### src/sv/length_prefixed_message_deframer_assert.svh
// Assertion macros for the length-prefixed message deframer.
`ifndef LENGTH_PREFIXED_MESSAGE_DEFRAMER_ASSERT_SVH
`define LENGTH_PREFIXED_MESSAGE_DEFRAMER_ASSERT_SVH
`ifndef NO_ASSERTIONS
`define LPMD_ASSERT_IMPLIES(label, clk, rst_n, ante, cons) \
  label: assert property (@(posedge clk) disable iff (!rst_n) (ante) |-> (cons)) \
    else $error("deframer check failed");
`define LPMD_ASSERT_NEXT(label, clk, rst_n, ante, cons) \
  label: assert property (@(posedge clk) disable iff (!rst_n) (ante) |=> (cons)) \
    else $error("deframer check failed");
`else
`define LPMD_ASSERT_IMPLIES(label, clk, rst_n, ante, cons)
`define LPMD_ASSERT_NEXT(label, clk, rst_n, ante, cons)
`endif
`endif

### src/sv/lpmd_pkg.sv
// Shared types and constants of the length-prefixed message deframer.
`default_nettype none
package lpmd_pkg;

  localparam int WORD_BYTES      = 8;
  localparam int WORD_W          = WORD_BYTES * 8;
  localparam int BODY_INDEX_BITS = 16;
  localparam int ID_W            = 64;
  localparam int NUM_W           = 16;
  localparam int POS_W           = 5;
  localparam int Q_DEPTH         = 2;
  localparam int Q_PTR_W         = (Q_DEPTH > 1) ? $clog2(Q_DEPTH) : 1;
  localparam int Q_CNT_W         = $clog2(Q_DEPTH + 1);

  typedef enum logic [1:0] {
    KIND_HEADER = 2'd0,
    KIND_BODY   = 2'd1,
    KIND_EMPTY  = 2'd2,
    KIND_END    = 2'd3
  } kind_t;

  typedef enum logic [1:0] {
    ST_OK      = 2'd0,
    ST_SHORT   = 2'd1,
    ST_OVERRUN = 2'd2
  } status_t;

  typedef enum logic [1:0] {
    PH_HEADER = 2'd0,
    PH_LENGTH = 2'd1,
    PH_BODY   = 2'd2
  } phase_t;

  typedef enum logic {
    BK_FIRST = 1'b0,
    BK_END   = 1'b1
  } back_state_t;

  typedef logic [WORD_W-1:0]          word_t;
  typedef logic [BODY_INDEX_BITS-1:0] body_index_t;

  typedef struct packed {
    logic              has_res;
    kind_t             kind;
    logic [ID_W-1:0]   message_id;
    logic [ID_W-1:0]   application_id;
    logic [7:0]        payload_byte;
    logic [NUM_W-1:0]  body_number;
    logic              body_final;
    logic              has_end;
    status_t           status;
  } cmd_t;

  typedef struct packed {
    kind_t             kind;
    logic [ID_W-1:0]   message_id;
    logic [ID_W-1:0]   application_id;
    logic [7:0]        payload_byte;
    logic [NUM_W-1:0]  body_number;
    logic              body_final;
    status_t           status;
    logic              last;
  } res_t;

  typedef struct packed {
    logic full;
    logic empty;
  } q_stat_t;

  function automatic logic [NUM_W-1:0] num_out(input body_index_t idx);
    logic [BODY_INDEX_BITS+NUM_W-1:0] wide;
    wide = (BODY_INDEX_BITS + NUM_W)'(idx);
    return wide[NUM_W-1:0];
  endfunction

endpackage
`default_nettype wire

### src/sv/lpmd_if.sv
// Stream interfaces for the deframer's byte input and result output.
`default_nettype none
interface lpmd_in_if;
  logic       valid;
  logic       ready;
  logic [7:0] data_byte;
  logic       end_of_message;

  modport source (output valid, output data_byte, output end_of_message, input ready);
  modport sink   (input valid, input data_byte, input end_of_message, output ready);
endinterface

interface lpmd_out_if;
  import lpmd_pkg::*;
  logic             valid;
  logic             ready;
  logic [1:0]       kind;
  logic [ID_W-1:0]  message_id;
  logic [ID_W-1:0]  application_id;
  logic [7:0]       payload_byte;
  logic [NUM_W-1:0] body_number;
  logic             body_final;
  logic [1:0]       status;
  logic             last;

  modport source (output valid, output kind, output message_id, output application_id,
                  output payload_byte, output body_number, output body_final,
                  output status, output last, input ready);
  modport sink   (input valid, input kind, input message_id, input application_id,
                  input payload_byte, input body_number, input body_final,
                  input status, input last, output ready);
endinterface
`default_nettype wire

### src/sv/length_prefixed_message_deframer.sv
// Top level of the length-prefixed message deframer.
// The in_stream channel carries one message byte per transfer, with
// end_of_message set on the final byte. The out_stream channel carries one
// result per transfer: the header with both 64-bit ids, each body byte with
// its body number and last-of-body flag, an empty-body marker, and the end
// status of the message. The last flag marks the final result of one byte.
// A byte that yields results is written as a command into the queue, and
// its first result then goes through the output register to out_stream.
// One byte is taken every cycle while the queue is not full; the parse state
// in the front end is updated at the edge that takes the byte. A final byte
// that also completes a header, an empty body or a body byte yields two
// results from one entry of the two-entry command queue, sent in order.
// Reset is synchronous and active low: it returns the parser to the start
// of a message and empties the queue and the output register.
// When the receiver holds ready low, the output register keeps its result,
// the queue fills, and in_stream.ready drops once the queue is full.
`default_nettype none
`include "length_prefixed_message_deframer_assert.svh"
module length_prefixed_message_deframer (
  input  wire         clk,
  input  wire         rst_n,
  lpmd_in_if.sink     in_stream,
  lpmd_out_if.source  out_stream
);
  import lpmd_pkg::*;

  q_stat_t q_stat;
  logic    push;
  logic    pop;
  cmd_t    push_cmd;
  cmd_t    head_cmd;

  lpmd_front u_front (
    .clk       (clk),
    .rst_n     (rst_n),
    .in_stream (in_stream),
    .q_stat    (q_stat),
    .push      (push),
    .cmd       (push_cmd)
  );

  lpmd_queue u_queue (
    .clk      (clk),
    .rst_n    (rst_n),
    .push     (push),
    .push_cmd (push_cmd),
    .pop      (pop),
    .head_cmd (head_cmd),
    .q_stat   (q_stat)
  );

  lpmd_back u_back (
    .clk        (clk),
    .rst_n      (rst_n),
    .head_cmd   (head_cmd),
    .q_stat     (q_stat),
    .pop        (pop),
    .out_stream (out_stream)
  );

  `LPMD_ASSERT_IMPLIES(a_no_push_when_full, clk, rst_n, push, !q_stat.full)
  `LPMD_ASSERT_IMPLIES(a_no_pop_when_empty, clk, rst_n, pop, !q_stat.empty)
  `LPMD_ASSERT_IMPLIES(a_end_is_last, clk, rst_n,
    out_stream.valid && out_stream.kind == KIND_END, out_stream.last)
  `LPMD_ASSERT_IMPLIES(a_final_only_on_body, clk, rst_n,
    out_stream.valid && out_stream.kind != KIND_BODY, !out_stream.body_final)

endmodule
`default_nettype wire

### src/sv/lpmd_front.sv
// Front end: takes message bytes, tracks parse state and issues result commands.
`default_nettype none
module lpmd_front (
  input  wire              clk,
  input  wire              rst_n,
  lpmd_in_if.sink          in_stream,
  input  lpmd_pkg::q_stat_t q_stat,
  output logic             push,
  output lpmd_pkg::cmd_t   cmd
);
  import lpmd_pkg::*;

  phase_t           phase_r, phase_nxt;
  logic [POS_W-1:0] byte_position_r, byte_position_nxt;
  word_t            first_word_r, first_word_nxt;
  word_t            shift_word_r, shift_word_nxt;
  word_t            bytes_left_r, bytes_left_nxt;
  body_index_t      body_index_r, body_index_nxt;

  logic             accept;
  word_t            shifted;
  logic [POS_W-1:0] pos_inc;
  logic             fin;
  body_index_t      bumped;

  assign in_stream.ready = !q_stat.full;
  assign accept          = in_stream.valid && in_stream.ready;
  assign push            = accept && (cmd.has_res || cmd.has_end);

  always_comb begin
    shifted = WORD_W'({shift_word_r, in_stream.data_byte});
    pos_inc = byte_position_r + POS_W'(1);
    fin     = bytes_left_r <= WORD_W'(1);
    bumped  = (body_index_r != '1) ? body_index_r + BODY_INDEX_BITS'(1) : body_index_r;

    phase_nxt         = phase_r;
    byte_position_nxt = byte_position_r;
    first_word_nxt    = first_word_r;
    shift_word_nxt    = shift_word_r;
    bytes_left_nxt    = bytes_left_r;
    body_index_nxt    = body_index_r;
    cmd               = '0;
    cmd.kind          = KIND_HEADER;
    cmd.status        = ST_OK;

    unique case (phase_r)
      PH_BODY: begin
        cmd.has_res      = 1'b1;
        cmd.kind         = KIND_BODY;
        cmd.payload_byte = in_stream.data_byte;
        cmd.body_number  = num_out(body_index_r);
        cmd.body_final   = fin;
        if (fin) begin
          bytes_left_nxt    = '0;
          body_index_nxt    = bumped;
          phase_nxt         = PH_LENGTH;
          byte_position_nxt = '0;
          shift_word_nxt    = '0;
        end else begin
          bytes_left_nxt = bytes_left_r - WORD_W'(1);
          if (in_stream.end_of_message) begin
            cmd.status = ST_OVERRUN;
          end
        end
      end
      PH_LENGTH: begin
        shift_word_nxt    = shifted;
        byte_position_nxt = pos_inc;
        if (pos_inc >= POS_W'(WORD_BYTES)) begin
          bytes_left_nxt    = shifted;
          shift_word_nxt    = '0;
          byte_position_nxt = '0;
          if (shifted == '0) begin
            cmd.has_res     = 1'b1;
            cmd.kind        = KIND_EMPTY;
            cmd.body_number = num_out(body_index_r);
            body_index_nxt  = bumped;
          end else begin
            phase_nxt = PH_BODY;
            if (in_stream.end_of_message) begin
              cmd.status = ST_OVERRUN;
            end
          end
        end
      end
      default: begin
        shift_word_nxt    = shifted;
        byte_position_nxt = pos_inc;
        if (pos_inc == POS_W'(WORD_BYTES)) begin
          first_word_nxt = shifted;
          shift_word_nxt = '0;
        end
        if (pos_inc >= POS_W'(2 * WORD_BYTES)) begin
          cmd.has_res        = 1'b1;
          cmd.kind           = KIND_HEADER;
          cmd.message_id     = ID_W'(first_word_r);
          cmd.application_id = ID_W'(shifted);
          shift_word_nxt     = '0;
          byte_position_nxt  = '0;
          phase_nxt          = PH_LENGTH;
        end else if (in_stream.end_of_message) begin
          cmd.status = ST_SHORT;
        end
      end
    endcase

    if (in_stream.end_of_message) begin
      cmd.has_end       = 1'b1;
      phase_nxt         = PH_HEADER;
      byte_position_nxt = '0;
      first_word_nxt    = '0;
      shift_word_nxt    = '0;
      bytes_left_nxt    = '0;
      body_index_nxt    = '0;
    end else begin
      cmd.status = ST_OK;
    end
  end

  always_ff @(posedge clk) begin
    if (!rst_n) begin
      phase_r         <= PH_HEADER;
      byte_position_r <= '0;
      first_word_r    <= '0;
      shift_word_r    <= '0;
      bytes_left_r    <= '0;
      body_index_r    <= '0;
    end else if (accept) begin
      phase_r         <= phase_nxt;
      byte_position_r <= byte_position_nxt;
      first_word_r    <= first_word_nxt;
      shift_word_r    <= shift_word_nxt;
      bytes_left_r    <= bytes_left_nxt;
      body_index_r    <= body_index_nxt;
    end
  end

endmodule
`default_nettype wire

### src/sv/lpmd_queue.sv
// Short command queue between the deframer's front and back ends.
`default_nettype none
module lpmd_queue (
  input  wire                clk,
  input  wire                rst_n,
  input  wire                push,
  input  lpmd_pkg::cmd_t     push_cmd,
  input  wire                pop,
  output lpmd_pkg::cmd_t     head_cmd,
  output lpmd_pkg::q_stat_t  q_stat
);
  import lpmd_pkg::*;

  cmd_t               mem [Q_DEPTH];
  logic [Q_PTR_W-1:0] wr_ptr_r, wr_ptr_nxt;
  logic [Q_PTR_W-1:0] rd_ptr_r, rd_ptr_nxt;
  logic [Q_CNT_W-1:0] count_r, count_nxt;

  assign q_stat.full  = count_r == Q_CNT_W'(Q_DEPTH);
  assign q_stat.empty = count_r == '0;
  assign head_cmd     = mem[rd_ptr_r];

  always_comb begin
    wr_ptr_nxt = wr_ptr_r;
    rd_ptr_nxt = rd_ptr_r;
    count_nxt  = count_r;
    if (push) begin
      wr_ptr_nxt = (wr_ptr_r == Q_PTR_W'(Q_DEPTH - 1)) ? '0 : wr_ptr_r + Q_PTR_W'(1);
    end
    if (pop) begin
      rd_ptr_nxt = (rd_ptr_r == Q_PTR_W'(Q_DEPTH - 1)) ? '0 : rd_ptr_r + Q_PTR_W'(1);
    end
    if (push && !pop) begin
      count_nxt = count_r + Q_CNT_W'(1);
    end else if (pop && !push) begin
      count_nxt = count_r - Q_CNT_W'(1);
    end
  end

  always_ff @(posedge clk) begin
    if (push) begin
      mem[wr_ptr_r] <= push_cmd;
    end
  end

  always_ff @(posedge clk) begin
    if (!rst_n) begin
      wr_ptr_r <= '0;
      rd_ptr_r <= '0;
      count_r  <= '0;
    end else begin
      wr_ptr_r <= wr_ptr_nxt;
      rd_ptr_r <= rd_ptr_nxt;
      count_r  <= count_nxt;
    end
  end

endmodule
`default_nettype wire

### src/sv/lpmd_back.sv
// Back end: expands queued commands into result transfers through an output register.
`default_nettype none
module lpmd_back (
  input  wire                clk,
  input  wire                rst_n,
  input  lpmd_pkg::cmd_t     head_cmd,
  input  lpmd_pkg::q_stat_t  q_stat,
  output logic               pop,
  lpmd_out_if.source         out_stream
);
  import lpmd_pkg::*;

  back_state_t state_r, state_nxt;
  logic        out_valid_r, out_valid_nxt;
  res_t        out_data_r, out_data_nxt;
  logic        load;
  logic        head_valid;

  assign head_valid = !q_stat.empty;
  assign load       = !out_valid_r || out_stream.ready;

  always_comb begin
    state_nxt     = state_r;
    out_valid_nxt = out_valid_r;
    out_data_nxt  = out_data_r;
    pop           = 1'b0;
    if (load) begin
      out_valid_nxt = head_valid;
      if (head_valid) begin
        if (state_r == BK_FIRST && head_cmd.has_res) begin
          out_data_nxt.kind           = head_cmd.kind;
          out_data_nxt.message_id     = head_cmd.message_id;
          out_data_nxt.application_id = head_cmd.application_id;
          out_data_nxt.payload_byte   = head_cmd.payload_byte;
          out_data_nxt.body_number    = head_cmd.body_number;
          out_data_nxt.body_final     = head_cmd.body_final;
          out_data_nxt.status         = ST_OK;
          out_data_nxt.last           = !head_cmd.has_end;
          if (head_cmd.has_end) begin
            state_nxt = BK_END;
          end else begin
            pop = 1'b1;
          end
        end else begin
          out_data_nxt        = '0;
          out_data_nxt.kind   = KIND_END;
          out_data_nxt.status = head_cmd.status;
          out_data_nxt.last   = 1'b1;
          pop                 = 1'b1;
          state_nxt           = BK_FIRST;
        end
      end
    end
  end

  always_ff @(posedge clk) begin
    if (!rst_n) begin
      state_r     <= BK_FIRST;
      out_valid_r <= 1'b0;
    end else begin
      state_r     <= state_nxt;
      out_valid_r <= out_valid_nxt;
    end
  end

  always_ff @(posedge clk) begin
    out_data_r <= out_data_nxt;
  end

  assign out_stream.valid          = out_valid_r;
  assign out_stream.kind           = out_data_r.kind;
  assign out_stream.message_id     = out_data_r.message_id;
  assign out_stream.application_id = out_data_r.application_id;
  assign out_stream.payload_byte   = out_data_r.payload_byte;
  assign out_stream.body_number    = out_data_r.body_number;
  assign out_stream.body_final     = out_data_r.body_final;
  assign out_stream.status         = out_data_r.status;
  assign out_stream.last           = out_data_r.last;

endmodule
`default_nettype wire

### src/flat_wrapper.sv
// flat-port wrapper written by rule: the top's interface ports become plain ports
module length_prefixed_message_deframer_flat import lpmd_pkg::*;
  (clk, rst_n, in_stream_valid, in_stream_data_byte, in_stream_end_of_message, in_stream_ready, out_stream_valid, out_stream_kind, out_stream_message_id, out_stream_application_id, out_stream_payload_byte, out_stream_body_number, out_stream_body_final, out_stream_status, out_stream_last, out_stream_ready);
  lpmd_in_if in_stream_i ();
  lpmd_out_if out_stream_i ();
  input  wire clk;
  input  wire rst_n;
  input wire logic [$bits(in_stream_i.valid)-1:0] in_stream_valid;
  input wire logic [$bits(in_stream_i.data_byte)-1:0] in_stream_data_byte;
  input wire logic [$bits(in_stream_i.end_of_message)-1:0] in_stream_end_of_message;
  output wire logic [$bits(in_stream_i.ready)-1:0] in_stream_ready;
  output wire logic [$bits(out_stream_i.valid)-1:0] out_stream_valid;
  output wire logic [$bits(out_stream_i.kind)-1:0] out_stream_kind;
  output wire logic [$bits(out_stream_i.message_id)-1:0] out_stream_message_id;
  output wire logic [$bits(out_stream_i.application_id)-1:0] out_stream_application_id;
  output wire logic [$bits(out_stream_i.payload_byte)-1:0] out_stream_payload_byte;
  output wire logic [$bits(out_stream_i.body_number)-1:0] out_stream_body_number;
  output wire logic [$bits(out_stream_i.body_final)-1:0] out_stream_body_final;
  output wire logic [$bits(out_stream_i.status)-1:0] out_stream_status;
  output wire logic [$bits(out_stream_i.last)-1:0] out_stream_last;
  input wire logic [$bits(out_stream_i.ready)-1:0] out_stream_ready;
  assign in_stream_i.valid = in_stream_valid;
  assign in_stream_i.data_byte = in_stream_data_byte;
  assign in_stream_i.end_of_message = in_stream_end_of_message;
  assign in_stream_ready = in_stream_i.ready;
  assign out_stream_valid = out_stream_i.valid;
  assign out_stream_kind = out_stream_i.kind;
  assign out_stream_message_id = out_stream_i.message_id;
  assign out_stream_application_id = out_stream_i.application_id;
  assign out_stream_payload_byte = out_stream_i.payload_byte;
  assign out_stream_body_number = out_stream_i.body_number;
  assign out_stream_body_final = out_stream_i.body_final;
  assign out_stream_status = out_stream_i.status;
  assign out_stream_last = out_stream_i.last;
  assign out_stream_i.ready = out_stream_ready;
  length_prefixed_message_deframer u_core (.clk(clk), .rst_n(rst_n), .in_stream(in_stream_i), .out_stream(out_stream_i));
endmodule
### config.mk
export PLATFORM = sky130hd
export DESIGN_NAME = length_prefixed_message_deframer_flat
export DESIGN_NICKNAME = d
export VERILOG_FILES = /design/src/sv/lpmd_pkg.sv /design/src/sv/lpmd_if.sv /design/src/sv/length_prefixed_message_deframer.sv /design/src/sv/lpmd_front.sv /design/src/sv/lpmd_queue.sv /design/src/sv/lpmd_back.sv /design/src/flat_wrapper.sv
export VERILOG_INCLUDE_DIRS = /design/src /design/src/sv
export SDC_FILE = /design/constraint.sdc
export NUM_CORES = 1
export LEC_CHECK = 0
export BUFFER_PORTS_ARGS = -buffer_cell sky130_fd_sc_hd__buf_4
export CAP_MARGIN = 20
export CORE_MARGIN = 2
export CORE_UTILIZATION = 38
export DETAILED_ROUTE_END_ITERATION = 7
export GPL_ROUTABILITY_DRIVEN = 0
export PLACE_DENSITY_LB_ADDON = 0.15
export SLEW_MARGIN = 40
export SYNTH_ARGS = -nofsm -noshare
export SYNTH_HDL_FRONTEND = slang
export SYNTH_SLANG_ARGS = --single-unit
### constraint.sdc
create_clock -name clk -period 13.2 [get_ports clk]
set_input_delay 0 -clock clk [delete_from_list [all_inputs] [get_ports clk]]
set_output_delay 0 -clock clk [all_outputs]
set_load 0.005 [all_outputs]
# After elaboration in Yosys (flattened, before gate mapping)
# Memories as Yosys holds them, arrays and structs flattened. A register that Yosys moved wholly into a read port is not among the register bits.
# Index checks and enable logic that the tools add are counted.
# W data, S select, Z words.
# totals
regBits	371
ramBits	318
in_bits	13
out_inout_bits	160
word_cells	131
memories	1
# op_classes
addsub	7
magnitude_cmp	3
n_eq_ne	11
n_mux	61
bitwise	2
reduce_logical	27
# mem_list
name	depth	width	read_ports	rd_clocked_by_memory_dff	wr	line_no	rtl
u_core.u_queue.mem	2	159	1	1	1	lpmd_queue.sv:14	cmd_t mem [Q_DEPTH];
# ops
operator	n
$mux W64	6
$mux W56	5
$mux W131	1
$mux W128	1
$pmux W64 S2	1
$mux W16	7
$pmux W56 S2	1
$le A64 B1 Y1 const B	1
$logic_not A64 Y1	1
$pmux W16 S2	2
$sub A64 B1 Y64 const B	1
$mux W2	11
$mux W5	4
$add A16 B1 Y16 const B	1
$ne A16 B16 Y1 const B	1
$mux W1	15
$ne A3 B3 Y1 const B	4
$pmux W5 S2	1
$reduce_and A5 Y1	2
$reduce_and A3 Y1	3
$mux W8	1
$pmux W2 S2	2
$logic_not A1 Y1	6
$mux W3	2
21 further kinds	31

# Depth between registers and ports, before layout
# Gate-level depths: netlist (run 1).
# logic_depth
ltp_word	10
mapped_depth	11
depth_no_buf	10

# Modules after synthesis
# Synthesis (run 1) repeated with hierarchy kept, for this count alone.
# hier_totals
hier_cells	2313
hier_area_um2	28912.7
# modules_own_cells
mod	n_inst	cells_each	area_per_inst_um2	seq_area_each_um2
lpmd_queue	1	517	12112.9	9649.3
lpmd_front	1	1452	10810.4	4144.0
lpmd_back	1	344	5989.5	4784.6

# Worst setup path before layout (run 1)
# No wires, ideal clock.
# synth_path
path_kind	reg-to-reg
start	reg u_core.u_front.shift_word_r[40]
end	mem u_core.u_queue.mem[0][0] (netlist name), enable pin
setup_ns	0.699
arrival_time_ns	8.843
required_ns	12.501
slack_ns	3.658
path_stages_with_launch	7
path_buffers	0
synth_period_minus_slack_ns	9.542
path_cell_list	dfxtp_1 -> nor4_1 -> nand4_1 -> nor4_1 -> nand2_1 -> a211oi_1 -> nor2b_1
# synth_between
elab_chain_len	8
# synth_rtl
element	line_no	rtl
start: declaration	lpmd_front.sv:16	word_t shift_word_r, shift_word_nxt;
start signal: assignment	lpmd_front.sv:132	shift_word_r <= shift_word_nxt;
$logic_not A64 Y1	lpmd_front.sv:73	if (shifted == '0) begin
$mux W3	lpmd_front.sv:73	
$mux W3	lpmd_front.sv:69	if (pos_inc >= POS_W'(WORD_BYTES)) begin
$pmux W3 S2	lpmd_front.sv:46	unique case (phase_r)
$logic_or A1 B1 Y1	lpmd_front.sv:28	assign push = accept && (cmd.has_res || cmd.has_end);
$logic_and A1 B1 Y1	lpmd_front.sv:28	
named net u_core.push	length_prefixed_message_deframer.sv:28	logic push;
$mux W1	lpmd_queue.sv:41	if (push) begin
$mux W1 (not written as such)	lpmd_queue.sv:42	mem[wr_ptr_r] <= push_cmd;
end: declaration	lpmd_queue.sv:14	
# The timed path passes the listed nets, and every way through them passes these cells.

# Worst setup path in the final report (run 1)
# layout_path
start	reg u_core.u_front.phase_r[1]
end	mem u_core.u_queue.mem[1][120] (netlist name), enable pin
# layout_between
elab_chain_len	6
word_cells_on_any_way	7
classes_between	eq/ne (2); mux (3); reduce/logical (2)
# layout_rtl
element	line_no	rtl
start: declaration	lpmd_front.sv:13	phase_t phase_r, phase_nxt;
start signal: assignment	lpmd_front.sv:129	phase_r <= phase_nxt;
$eq A2 B1 Y1 / $eq A2 B2 Y1 (equally long branches)	lpmd_front.sv:46	
$pmux W3 S2 (*)	lpmd_front.sv:46	
$logic_or A1 B1 Y1 (*)	lpmd_front.sv:28	
$logic_and A1 B1 Y1 (*)	lpmd_front.sv:28	
named net u_core.push	length_prefixed_message_deframer.sv:28	
$mux W1 (*)	lpmd_queue.sv:41	
$mux W1 (not written as such) (*)	lpmd_queue.sv:42	
# The timed path passes the listed nets; every way through them passes the cells marked *.

==> qor.csv, run 1 <==
stage,metric,value,unit
worst_setup_path,RR Endpoint,u_core.u_queue.mem[1][120]$_DFFE_PP_,
sta,Pins Over Slew Limit,0,
synthesis,"Avg Cell Area, Syn",11.9,um2
worst_setup_path,"Max FO, Critical Path",71,
synthesis,sequential share of the synthesized area,0.660,
sta,Min Hold Slack,62.4,ps
synthesis,Post-synth EDFFs,476,
synthesis,Post-Syn Area,0.0282,mm2
hold_path,Hold Crit Depth,5,
sta,Final setup viols,0,
final_layout,nets,2514,
power,PwrDens,205,mW/mm2
power,peak supply drop,0.0000927,V
floorplan,Die ar.,0.0763,mm2
cts,Clock Pin Slew Worst Setup and Hold Paths,60,ps
sta,relative slew slack,0.461,
power,total power,6770,uW
final_layout,Sequential Area,0.0186,mm2
cts,setup bufs post-CTS,0,
sta,fmax,195,MHz
drt,post-route ant nets,0,
global_route,initial antenna violation count,3,
synthesis,post-synthesis instance total,2367,
sta,final hold violation count,0,
global_route,vias in the first global route,18929,
synthesis,Mapped Nets,2389,
worst_setup_path,critical path class,register to register,
floorplan,site row count,99,
place,I/O Buffers,172,
sta,Setup TNS,0,ps
final_layout,area of the multi-input gates,0.00898,mm2
cts,Clock Tree Root,clkbuf_16,
floorplan,Core Area,0.0732,mm2
final_layout,area grow syn2layout,17.3,%
sta,Tightest Pin Transition,808,ps
cts,CTS tree,yes,
drt,Via Count,19319,
cts,H-Tree Depth,3,
sta,Period minus WS final,5120,ps
final_layout,Fill cells,6668,
hold_path,worst hold path endpoint,u_core.u_front.bytes_left_r[51]$_SDFFE_PN0P_,
final_layout,share of layout cells above drive strength 1,0.142,
worst_setup_path,Worst Path Required,13440,ps
drt,residual DRC count,0,
worst_setup_path,Worst Path Arrival,5360,ps
synthesis,Yosys top cell area share,0.507,
power,LEAKAGE,0.0119,uW
drt,drt wl/cell,21.3,um
global_route,first-pass GRT wire length,115000,um
synthesis,largest area contributor in the netlist,edfxtp_1,
cts,CTS Buf Count,75,
cts,number of clock sinks,690,
synthesis,most common cell in the netlist,edfxtp_1,
synthesis,Yosys reg bits,690,
final_layout,Util after Layout,0.451,
drt,DR vias/cell,5.50,
synthesis,Synth async-reset ratio,0,
floorplan,Die Wd,276,um
worst_setup_path,r2r startpoint,u_core.u_front.phase_r[1]$_SDFFE_PN0P_,
synthesis,synth unique cells,75,
drt,Detailed Route WL,74700,um
synthesis,"Warnings, synthesis",0,
floorplan,I/O pin count,173,
place,Detailed Place HPWL,47800,um
worst_setup_path,CP Launch Type,register,
worst_setup_path,Reg2Reg Depth,10,
synthesis,"Primary FF master, synth",edfxtp_1,
floorplan,die height,276,um
worst_setup_path,CP endpoint kind,register,
synthesis,Synth top cells by count,"476 x edfxtp_1, 279 x nor2_1, 214 x dfxtp_1, 197 x nand3_1, 160 x mux2i_1",
cts,Clock Latency Late Sink,620,ps
global_route,GRT Overall Usage,0.192,
global_route,largest net degree at the start of global routing,117,
floorplan,Initial Util,0.385,
sta,Final Cycle Share,0.388,
hold_path,type of the worst min-delay path,primary input to register,
drt,drt pass-1 iters,6,
hold_path,Hold Crit Start,in_stream_valid,
run_status,status,"complete, no violations",
flow_run,Max-Cap Viols,0,
global_route,aggregate global routing overflow,0,
sta,skew final,21.3,ps
drt,DRT iter0 DRCs,1866,
sta,RSZ-0062 raised after global routing,no,
worst_setup_path,R2R setup slack,8080,ps
synthesis,largest cells by area after synthesis,"edfxtp_1 51%, dfxtp_1 15%, mux2i_1 5.7%",
cts,Clock Path Buffers,3,
[what timing repair did]
item,4_1_cts,5_1_grt
gates resized for setup,0,0
hold endpoints to repair,89,0
hold buffers,19,0
[state kept, by name (all words and copies together) (netlist names), named ones only]
signal / flops
u_core.u_back.out_stream.body_final: 1
u_core.u_queue.mem: 318
u_core.u_back.out_stream.message_id: 64
u_core.u_front.shift_word_r: 56
u_core.u_front.body_index_r: 16
u_core.u_queue.wr_ptr_r: 1
u_core.u_queue.rd_ptr_r: 1
u_core.u_back.out_stream.application_id: 64
u_core.u_back.out_stream.payload_byte: 8
u_core.u_front.bytes_left_r: 64
u_core.u_back.state_r: 1
u_core.u_front.first_word_r: 64
u_core.u_back.out_stream.valid: 1
u_core.u_back.out_stream.kind: 2
u_core.u_back.out_stream.last: 1
u_core.u_back.out_stream.body_number: 16
u_core.u_front.phase_r: 2
u_core.u_back.out_stream.status: 2
u_core.u_queue.count_r: 2
u_core.u_front.byte_position_r: 5
[cells by family after synthesis]
kind of cell / synth area share
buffers and inverters: 0.0259
AO/OA/AOI/OAI: 0.0870
flip-flops: 0.660
AND/OR/NAND/NOR: 0.163
XOR/XNOR: 0.00311
adder cells (fa/ha/maj): 0.00400
multiplexers: 0.0573
[final cells by class]
class                           count  area share
Antenna cell                        3    0.000227
Sequential cell                   690       0.562
Tap cell                          959      0.0363
Clock inverter                     37     0.00928
Multi-Input combinational cell   1486       0.272
Inverter                           15     0.00170
Clock buffer                      100      0.0633
Timing Repair Buffer              224      0.0551
[per-stage QoR]
| step | setup slack (ps) | area [um2] | cells |
|---|---|---|---|
| 2_1_floorplan | 3660 | 28200 | 2367 |
| 3_3_place_gp | 7820 | 30300 | 3352 |
| 3_5_place_dp | 8020 | 30400 | 3354 |
| 4_1_cts | 8040 | 33000 | 3510 |
| 5_1_grt | 7620 | 33000 | 3511 |
| 6_report | 8080 | 33000 | 3514 |
[how the worst max path moves through the flow]
stage                                                            start                              endpoint  slack, ps  cells past startpoint
after floorplan           u_core.u_front.shift_word_r[40]$_SDFFE_PN0P_    u_core.u_queue.mem[0][0]$_DFFE_PP_       3660                      6
after global placement    u_core.u_front.shift_word_r[16]$_SDFFE_PN0P_   u_core.u_queue.mem[1][56]$_DFFE_PP_       7820                      9
after detailed placement        u_core.u_front.phase_r[1]$_SDFFE_PN0P_   u_core.u_queue.mem[1][56]$_DFFE_PP_       8020                     10
after CTS                       u_core.u_front.phase_r[1]$_SDFFE_PN0P_  u_core.u_queue.mem[1][132]$_DFFE_PP_       8040                     10
after global routing            u_core.u_front.phase_r[1]$_SDFFE_PN0P_   u_core.u_queue.mem[1][68]$_DFFE_PP_       7620                     10
final                           u_core.u_front.phase_r[1]$_SDFFE_PN0P_  u_core.u_queue.mem[1][120]$_DFFE_PP_       8080                     10
[layout by cell type (no fill, tap or decap), drive strengths merged, types with 20 or more instances in the layout]
cell,Yosys,final
a211oi,28,28
a21oi,107,107
a22o,20,20
and2,34,34
and3,138,138
buf,22,205
clkbuf,154,100
clkinv,2,28
dfxtp,214,214
edfxtp,476,476
mux2i,160,160
nand2,100,100
nand3,198,198
nor2,280,280
nor3,34,34
nor4,35,35
o21ai,129,129
or3,21,21
[worst max-delay path: stages, from the launching register on]
cell and delay, ps:
dfxtp_1 340, inv_1 90, ha_2 160, buf_4 570, clkinv_1 230, a311oi_2 570, nand2_1 230, a211oi_1 460
and2_4 580, buf_4 700, buf_6 620
[where the power goes]
part	total [uW]	internal [uW]	switching, uW
clock	2030	1180	856
sequential	2890	2750	146
combinational	1840	697	1140
[routing by layer]
layer	vias to the layer above	wire, um	GRT usage
li1	9074	-	-
met1	9475	34000	0.270
met2	644	34100	0.300
met3	126	4760	0.0359
met4	0	1820	0.0611
met5	-	0	0
(Power assumes the default switching activity.)
==> run 2, diff against run 1 <==
==> constraint.sdc (replaced) <==
create_clock -name clk -period 4.1 [get_ports clk]
set_input_delay 0 -clock clk [delete_from_list [all_inputs] [get_ports clk]]
set_output_delay 0 -clock clk [all_outputs]
set_load 0.005 [all_outputs]
==> run 2 against run 1 <==
Against the previous run: design area rose by 1.5%; worst setup slack got worse by 7700 ps; via count fell by 0.70%; wire length rose by 1.5%; register-to-register slack got worse by 7700 ps; first-iteration DRC count fell by 15%; sequential share of layout area fell by 0.83 points; total power rose to 3.3 times the previous value; critical endpoint is now u_core.u_queue.mem[1][51]$_DFFE_PP_; largest cell class unchanged; highest routed layer is now met5.
==> qor.csv, run 2 (same netlist as run 1, synthesis figures left out) <==
stage,metric,value,unit,change
run_status,status,"complete, no violations",,unchanged
place,Detailed Place HPWL,48500,um,was 47800 um
global_route,GRT Overall Usage,0.197,,was 0.192
worst_setup_path,CP Launch Type,register,,unchanged
final_layout,max FFs per register,318,,unchanged
global_route,largest net degree at the start of global routing,167,,was 117
sta,Tightest Pin Transition,889,ps,was 808 ps
final_layout,share of layout cells above drive strength 1,0.157,,was 0.142
place,dpl ws,432,ps,was 8020 ps
worst_setup_path,crit path cell chain,nor4_1 > nand4_1 > nor4_4 > nand2_1 > a211oi_2 > and2_4 > buf_12,,was inv_1 > ha_2 > buf_4 > clkinv_1 > a311oi_2 > nand2_1 > a211oi_1 > and2_4 > buf_4 > buf_6
floorplan,Die ar.,0.0763,mm2,unchanged
global_route,first-pass GRT wire length,116000,um,was 115000 um
power,clock share of power,0.314,,was 0.301
hold_path,type of the worst min-delay path,primary input to register,,unchanged
final_layout,Fill cells,6652,,was 6668
sta,relative slew slack,0.402,,was 0.461
sta,final hold violation count,0,,unchanged
worst_setup_path,critical path class,register to register,,unchanged
final_layout,area grow syn2layout,19.1,%,was 17.3%
power,sequential share of power,0.416,,was 0.428
power,Comb power frac,0.270,,was 0.272
flow_run,Max-Cap Viols,0,,unchanged
final_layout,nets,2544,,was 2514
worst_setup_path,CP bufs+invs,1,,was 5
cts,CTS Buf Count,76,,was 75
place,"Cell Area, Placed",0.0308,mm2,was 0.0304 mm2
cts,Clock Tree Root,clkbuf_16,,unchanged
sta,Final WS setup,366,ps,was 8080 ps
drt,Via Count,19184,,was 19.3k
sta,Final Cycle Share,0.911,,was 0.388
sta,skew final,16.2,ps,was 21.3 ps
cts,Clock Latency Late Sink,610,ps,was 620 ps
global_route,aggregate global routing overflow,0,,unchanged
sta,RSZ-0062 raised after global routing,no,,unchanged
drt,residual DRC count,0,,unchanged
sta,Setup TNS,0,ps,unchanged
drt,Detailed Route WL,75800,um,was 74700 um
floorplan,site row count,99,,unchanged
power,LEAKAGE,0.0122,uW,was 0.0119 uW
global_route,GRT met3 Usage,0.0450,,was 0.0359
floorplan,Initial Util,0.385,,unchanged
final_layout,"most common cell after layout, fill and taps aside",edfxtp_1,,unchanged
worst_setup_path,Worst Path Arrival,4030,ps,was 5360 ps
global_route,initial antenna violation count,8,,was 3
final_layout,Biggest register,u_core.u_queue.mem,,unchanged
final_layout,area of the multi-input gates,0.00901,mm2,was 0.00898 mm2
worst_setup_path,Worst Path Required,4390,ps,was 13440 ps
worst_setup_path,CP endpoint kind,register,,unchanged
power,peak supply drop,0.000366,V,was 0.0000927 V
power,internal power,15500,uW,was 4620 uW
cts,Clock Pin Slew Worst Setup and Hold Paths,60,ps,about the same
global_route,GR Util met2,0.310,,was 0.300
floorplan,I/O pin count,173,,unchanged
cts,Clock Path Buffers,3,,unchanged
worst_setup_path,max incr delay on CP,780,ps,was 700 ps
cts,H-Tree Depth,3,,unchanged
final_layout,Sequential Area,0.0186,mm2,about the same
worst_setup_path,Worst path slowest cell,nor4_1,,was buf_4
drt,drt pass-1 iters,6,,unchanged
power,Switch Pwr,6890,uW,was 2150 uW
floorplan,Core Area,0.0732,mm2,unchanged
cts,CTS tree,yes,,unchanged
global_route,met1 usage,0.270,,about the same
global_route,vias in the first global route,18946,,about the same
final_layout,highest-count cells in the layout ignoring fill and taps,"476 x edfxtp_1, 276 x nor2_1, 226 x buf_4, 209 x dfxtp_1, 197 x nand3_1",,"was 476 x edfxtp_1, 274 x nor2_1, 213 x dfxtp_1, 197 x nand3_1, 192 x buf_4"
floorplan,Die Wd,276,um,unchanged
drt,drt wl/cell,21.4,um,was 21.3 um
worst_setup_path,"Max FO, Critical Path",33,,was 71
floorplan,die height,276,um,unchanged
power,sw frac,0.308,,was 0.317
drt,DRT iter0 DRCs,1580,,was 1866
global_route,GR peak layer,met2,,unchanged
cts,cts repair resizes,0,,unchanged
drt,post-route ant nets,0,,unchanged
drt,DR vias/cell,5.41,,was 5.50
sta,fmax,268,MHz,was 195 MHz
cts,number of clock sinks,690,,unchanged
sta,Pins Over Slew Limit,0,,unchanged
worst_setup_path,"CP delay by family, top",simple AND/OR/NAND/NOR gates,,was buffers and inverters
sta,Final setup viols,0,,unchanged
place,I/O Buffers,172,,unchanged
sta,Period minus WS final,3730,ps,was 5120 ps
power,PwrDens,666,mW/mm2,was 205 mW/mm2
final_layout,cell area after layout,0.0335,mm2,was 0.0330 mm2
[run 2: area by class of cell]
type	count	share of cell area
timing repair buffer	253	0.0624
sequential	690	0.554
multi-input combinational	1486	0.269
antenna	2	0.000149
clock inverter	27	0.0111
inverter	15	0.00172
tap	959	0.0358
clock buffer	115	0.0662
[run 2: timing repair]
action	4_1_cts	5_1_grt
endpoints found under the hold margin	93	0
setup buffers	0	0
hold buffers	11	0
endpoints found under the setup margin	0	0
[run 2: worst paths after layout]
check	from	end	slack (ps)	depth (start not counted)
worst max-delay path	u_core.u_front.shift_word_r[13]$_SDFFE_PN0P_	u_core.u_queue.mem[1][51]$_DFFE_PP_	370	7
worst min-delay path	in_stream_valid	u_core.u_front.body_index_r[5]$_SDFFE_PN0P_	30	6
worst max register to register	u_core.u_front.shift_word_r[13]$_SDFFE_PN0P_	u_core.u_queue.mem[1][51]$_DFFE_PP_	370	7
worst min register to register	u_core.u_front.first_word_r[49]$_SDFFE_PN0P_	u_core.u_front.first_word_r[49]$_SDFFE_PN0P_	460	2
[run 2: power by group through the flow]
| stage | Clock (uW) | Sequential, uW | Combinational, uW |
|---|---|---|---|
| after global routing | 7470 | 9420 | 6580 |
| after floorplan | 0 | 9480 | 3320 |
| final | 7030 | 9300 | 6030 |
| after global placement | 0 | 9430 | 5970 |
| after CTS | 7180 | 9320 | 6050 |
| after detailed placement | 0 | 9460 | 6020 |
[run 2: per-layer routing]
layer | routed length, um | vias up | share of wire
li1 | - | 9144 | -
met1 | 33600 | 9334 | 0.44
met2 | 35100 | 563 | 0.46
met3 | 5030 | 139 | 0.066
met4 | 2030 | 4 | 0.027
met5 | 27 | - | 0.00036
[run 2: worst min-delay path, stage by stage]
cell,delay (ps)
buf_4,90
and2_0,110
buf_4,170
a21boi_0,100
o211ai_1,80
nand2_1,50
[run 2: metrics by stage]
stage	cells	power (uW)	hold slack, ps	util
2_1_floorplan	2367	12800	98.9	-
5_1_grt	3547	23500	69.9	0.458
4_1_cts	3545	22500	10.7	0.458
3_3_place_gp	3392	15400	363	0.421
3_5_place_dp	3392	15500	365	0.421
6_report	3547	22400	33.7	0.458
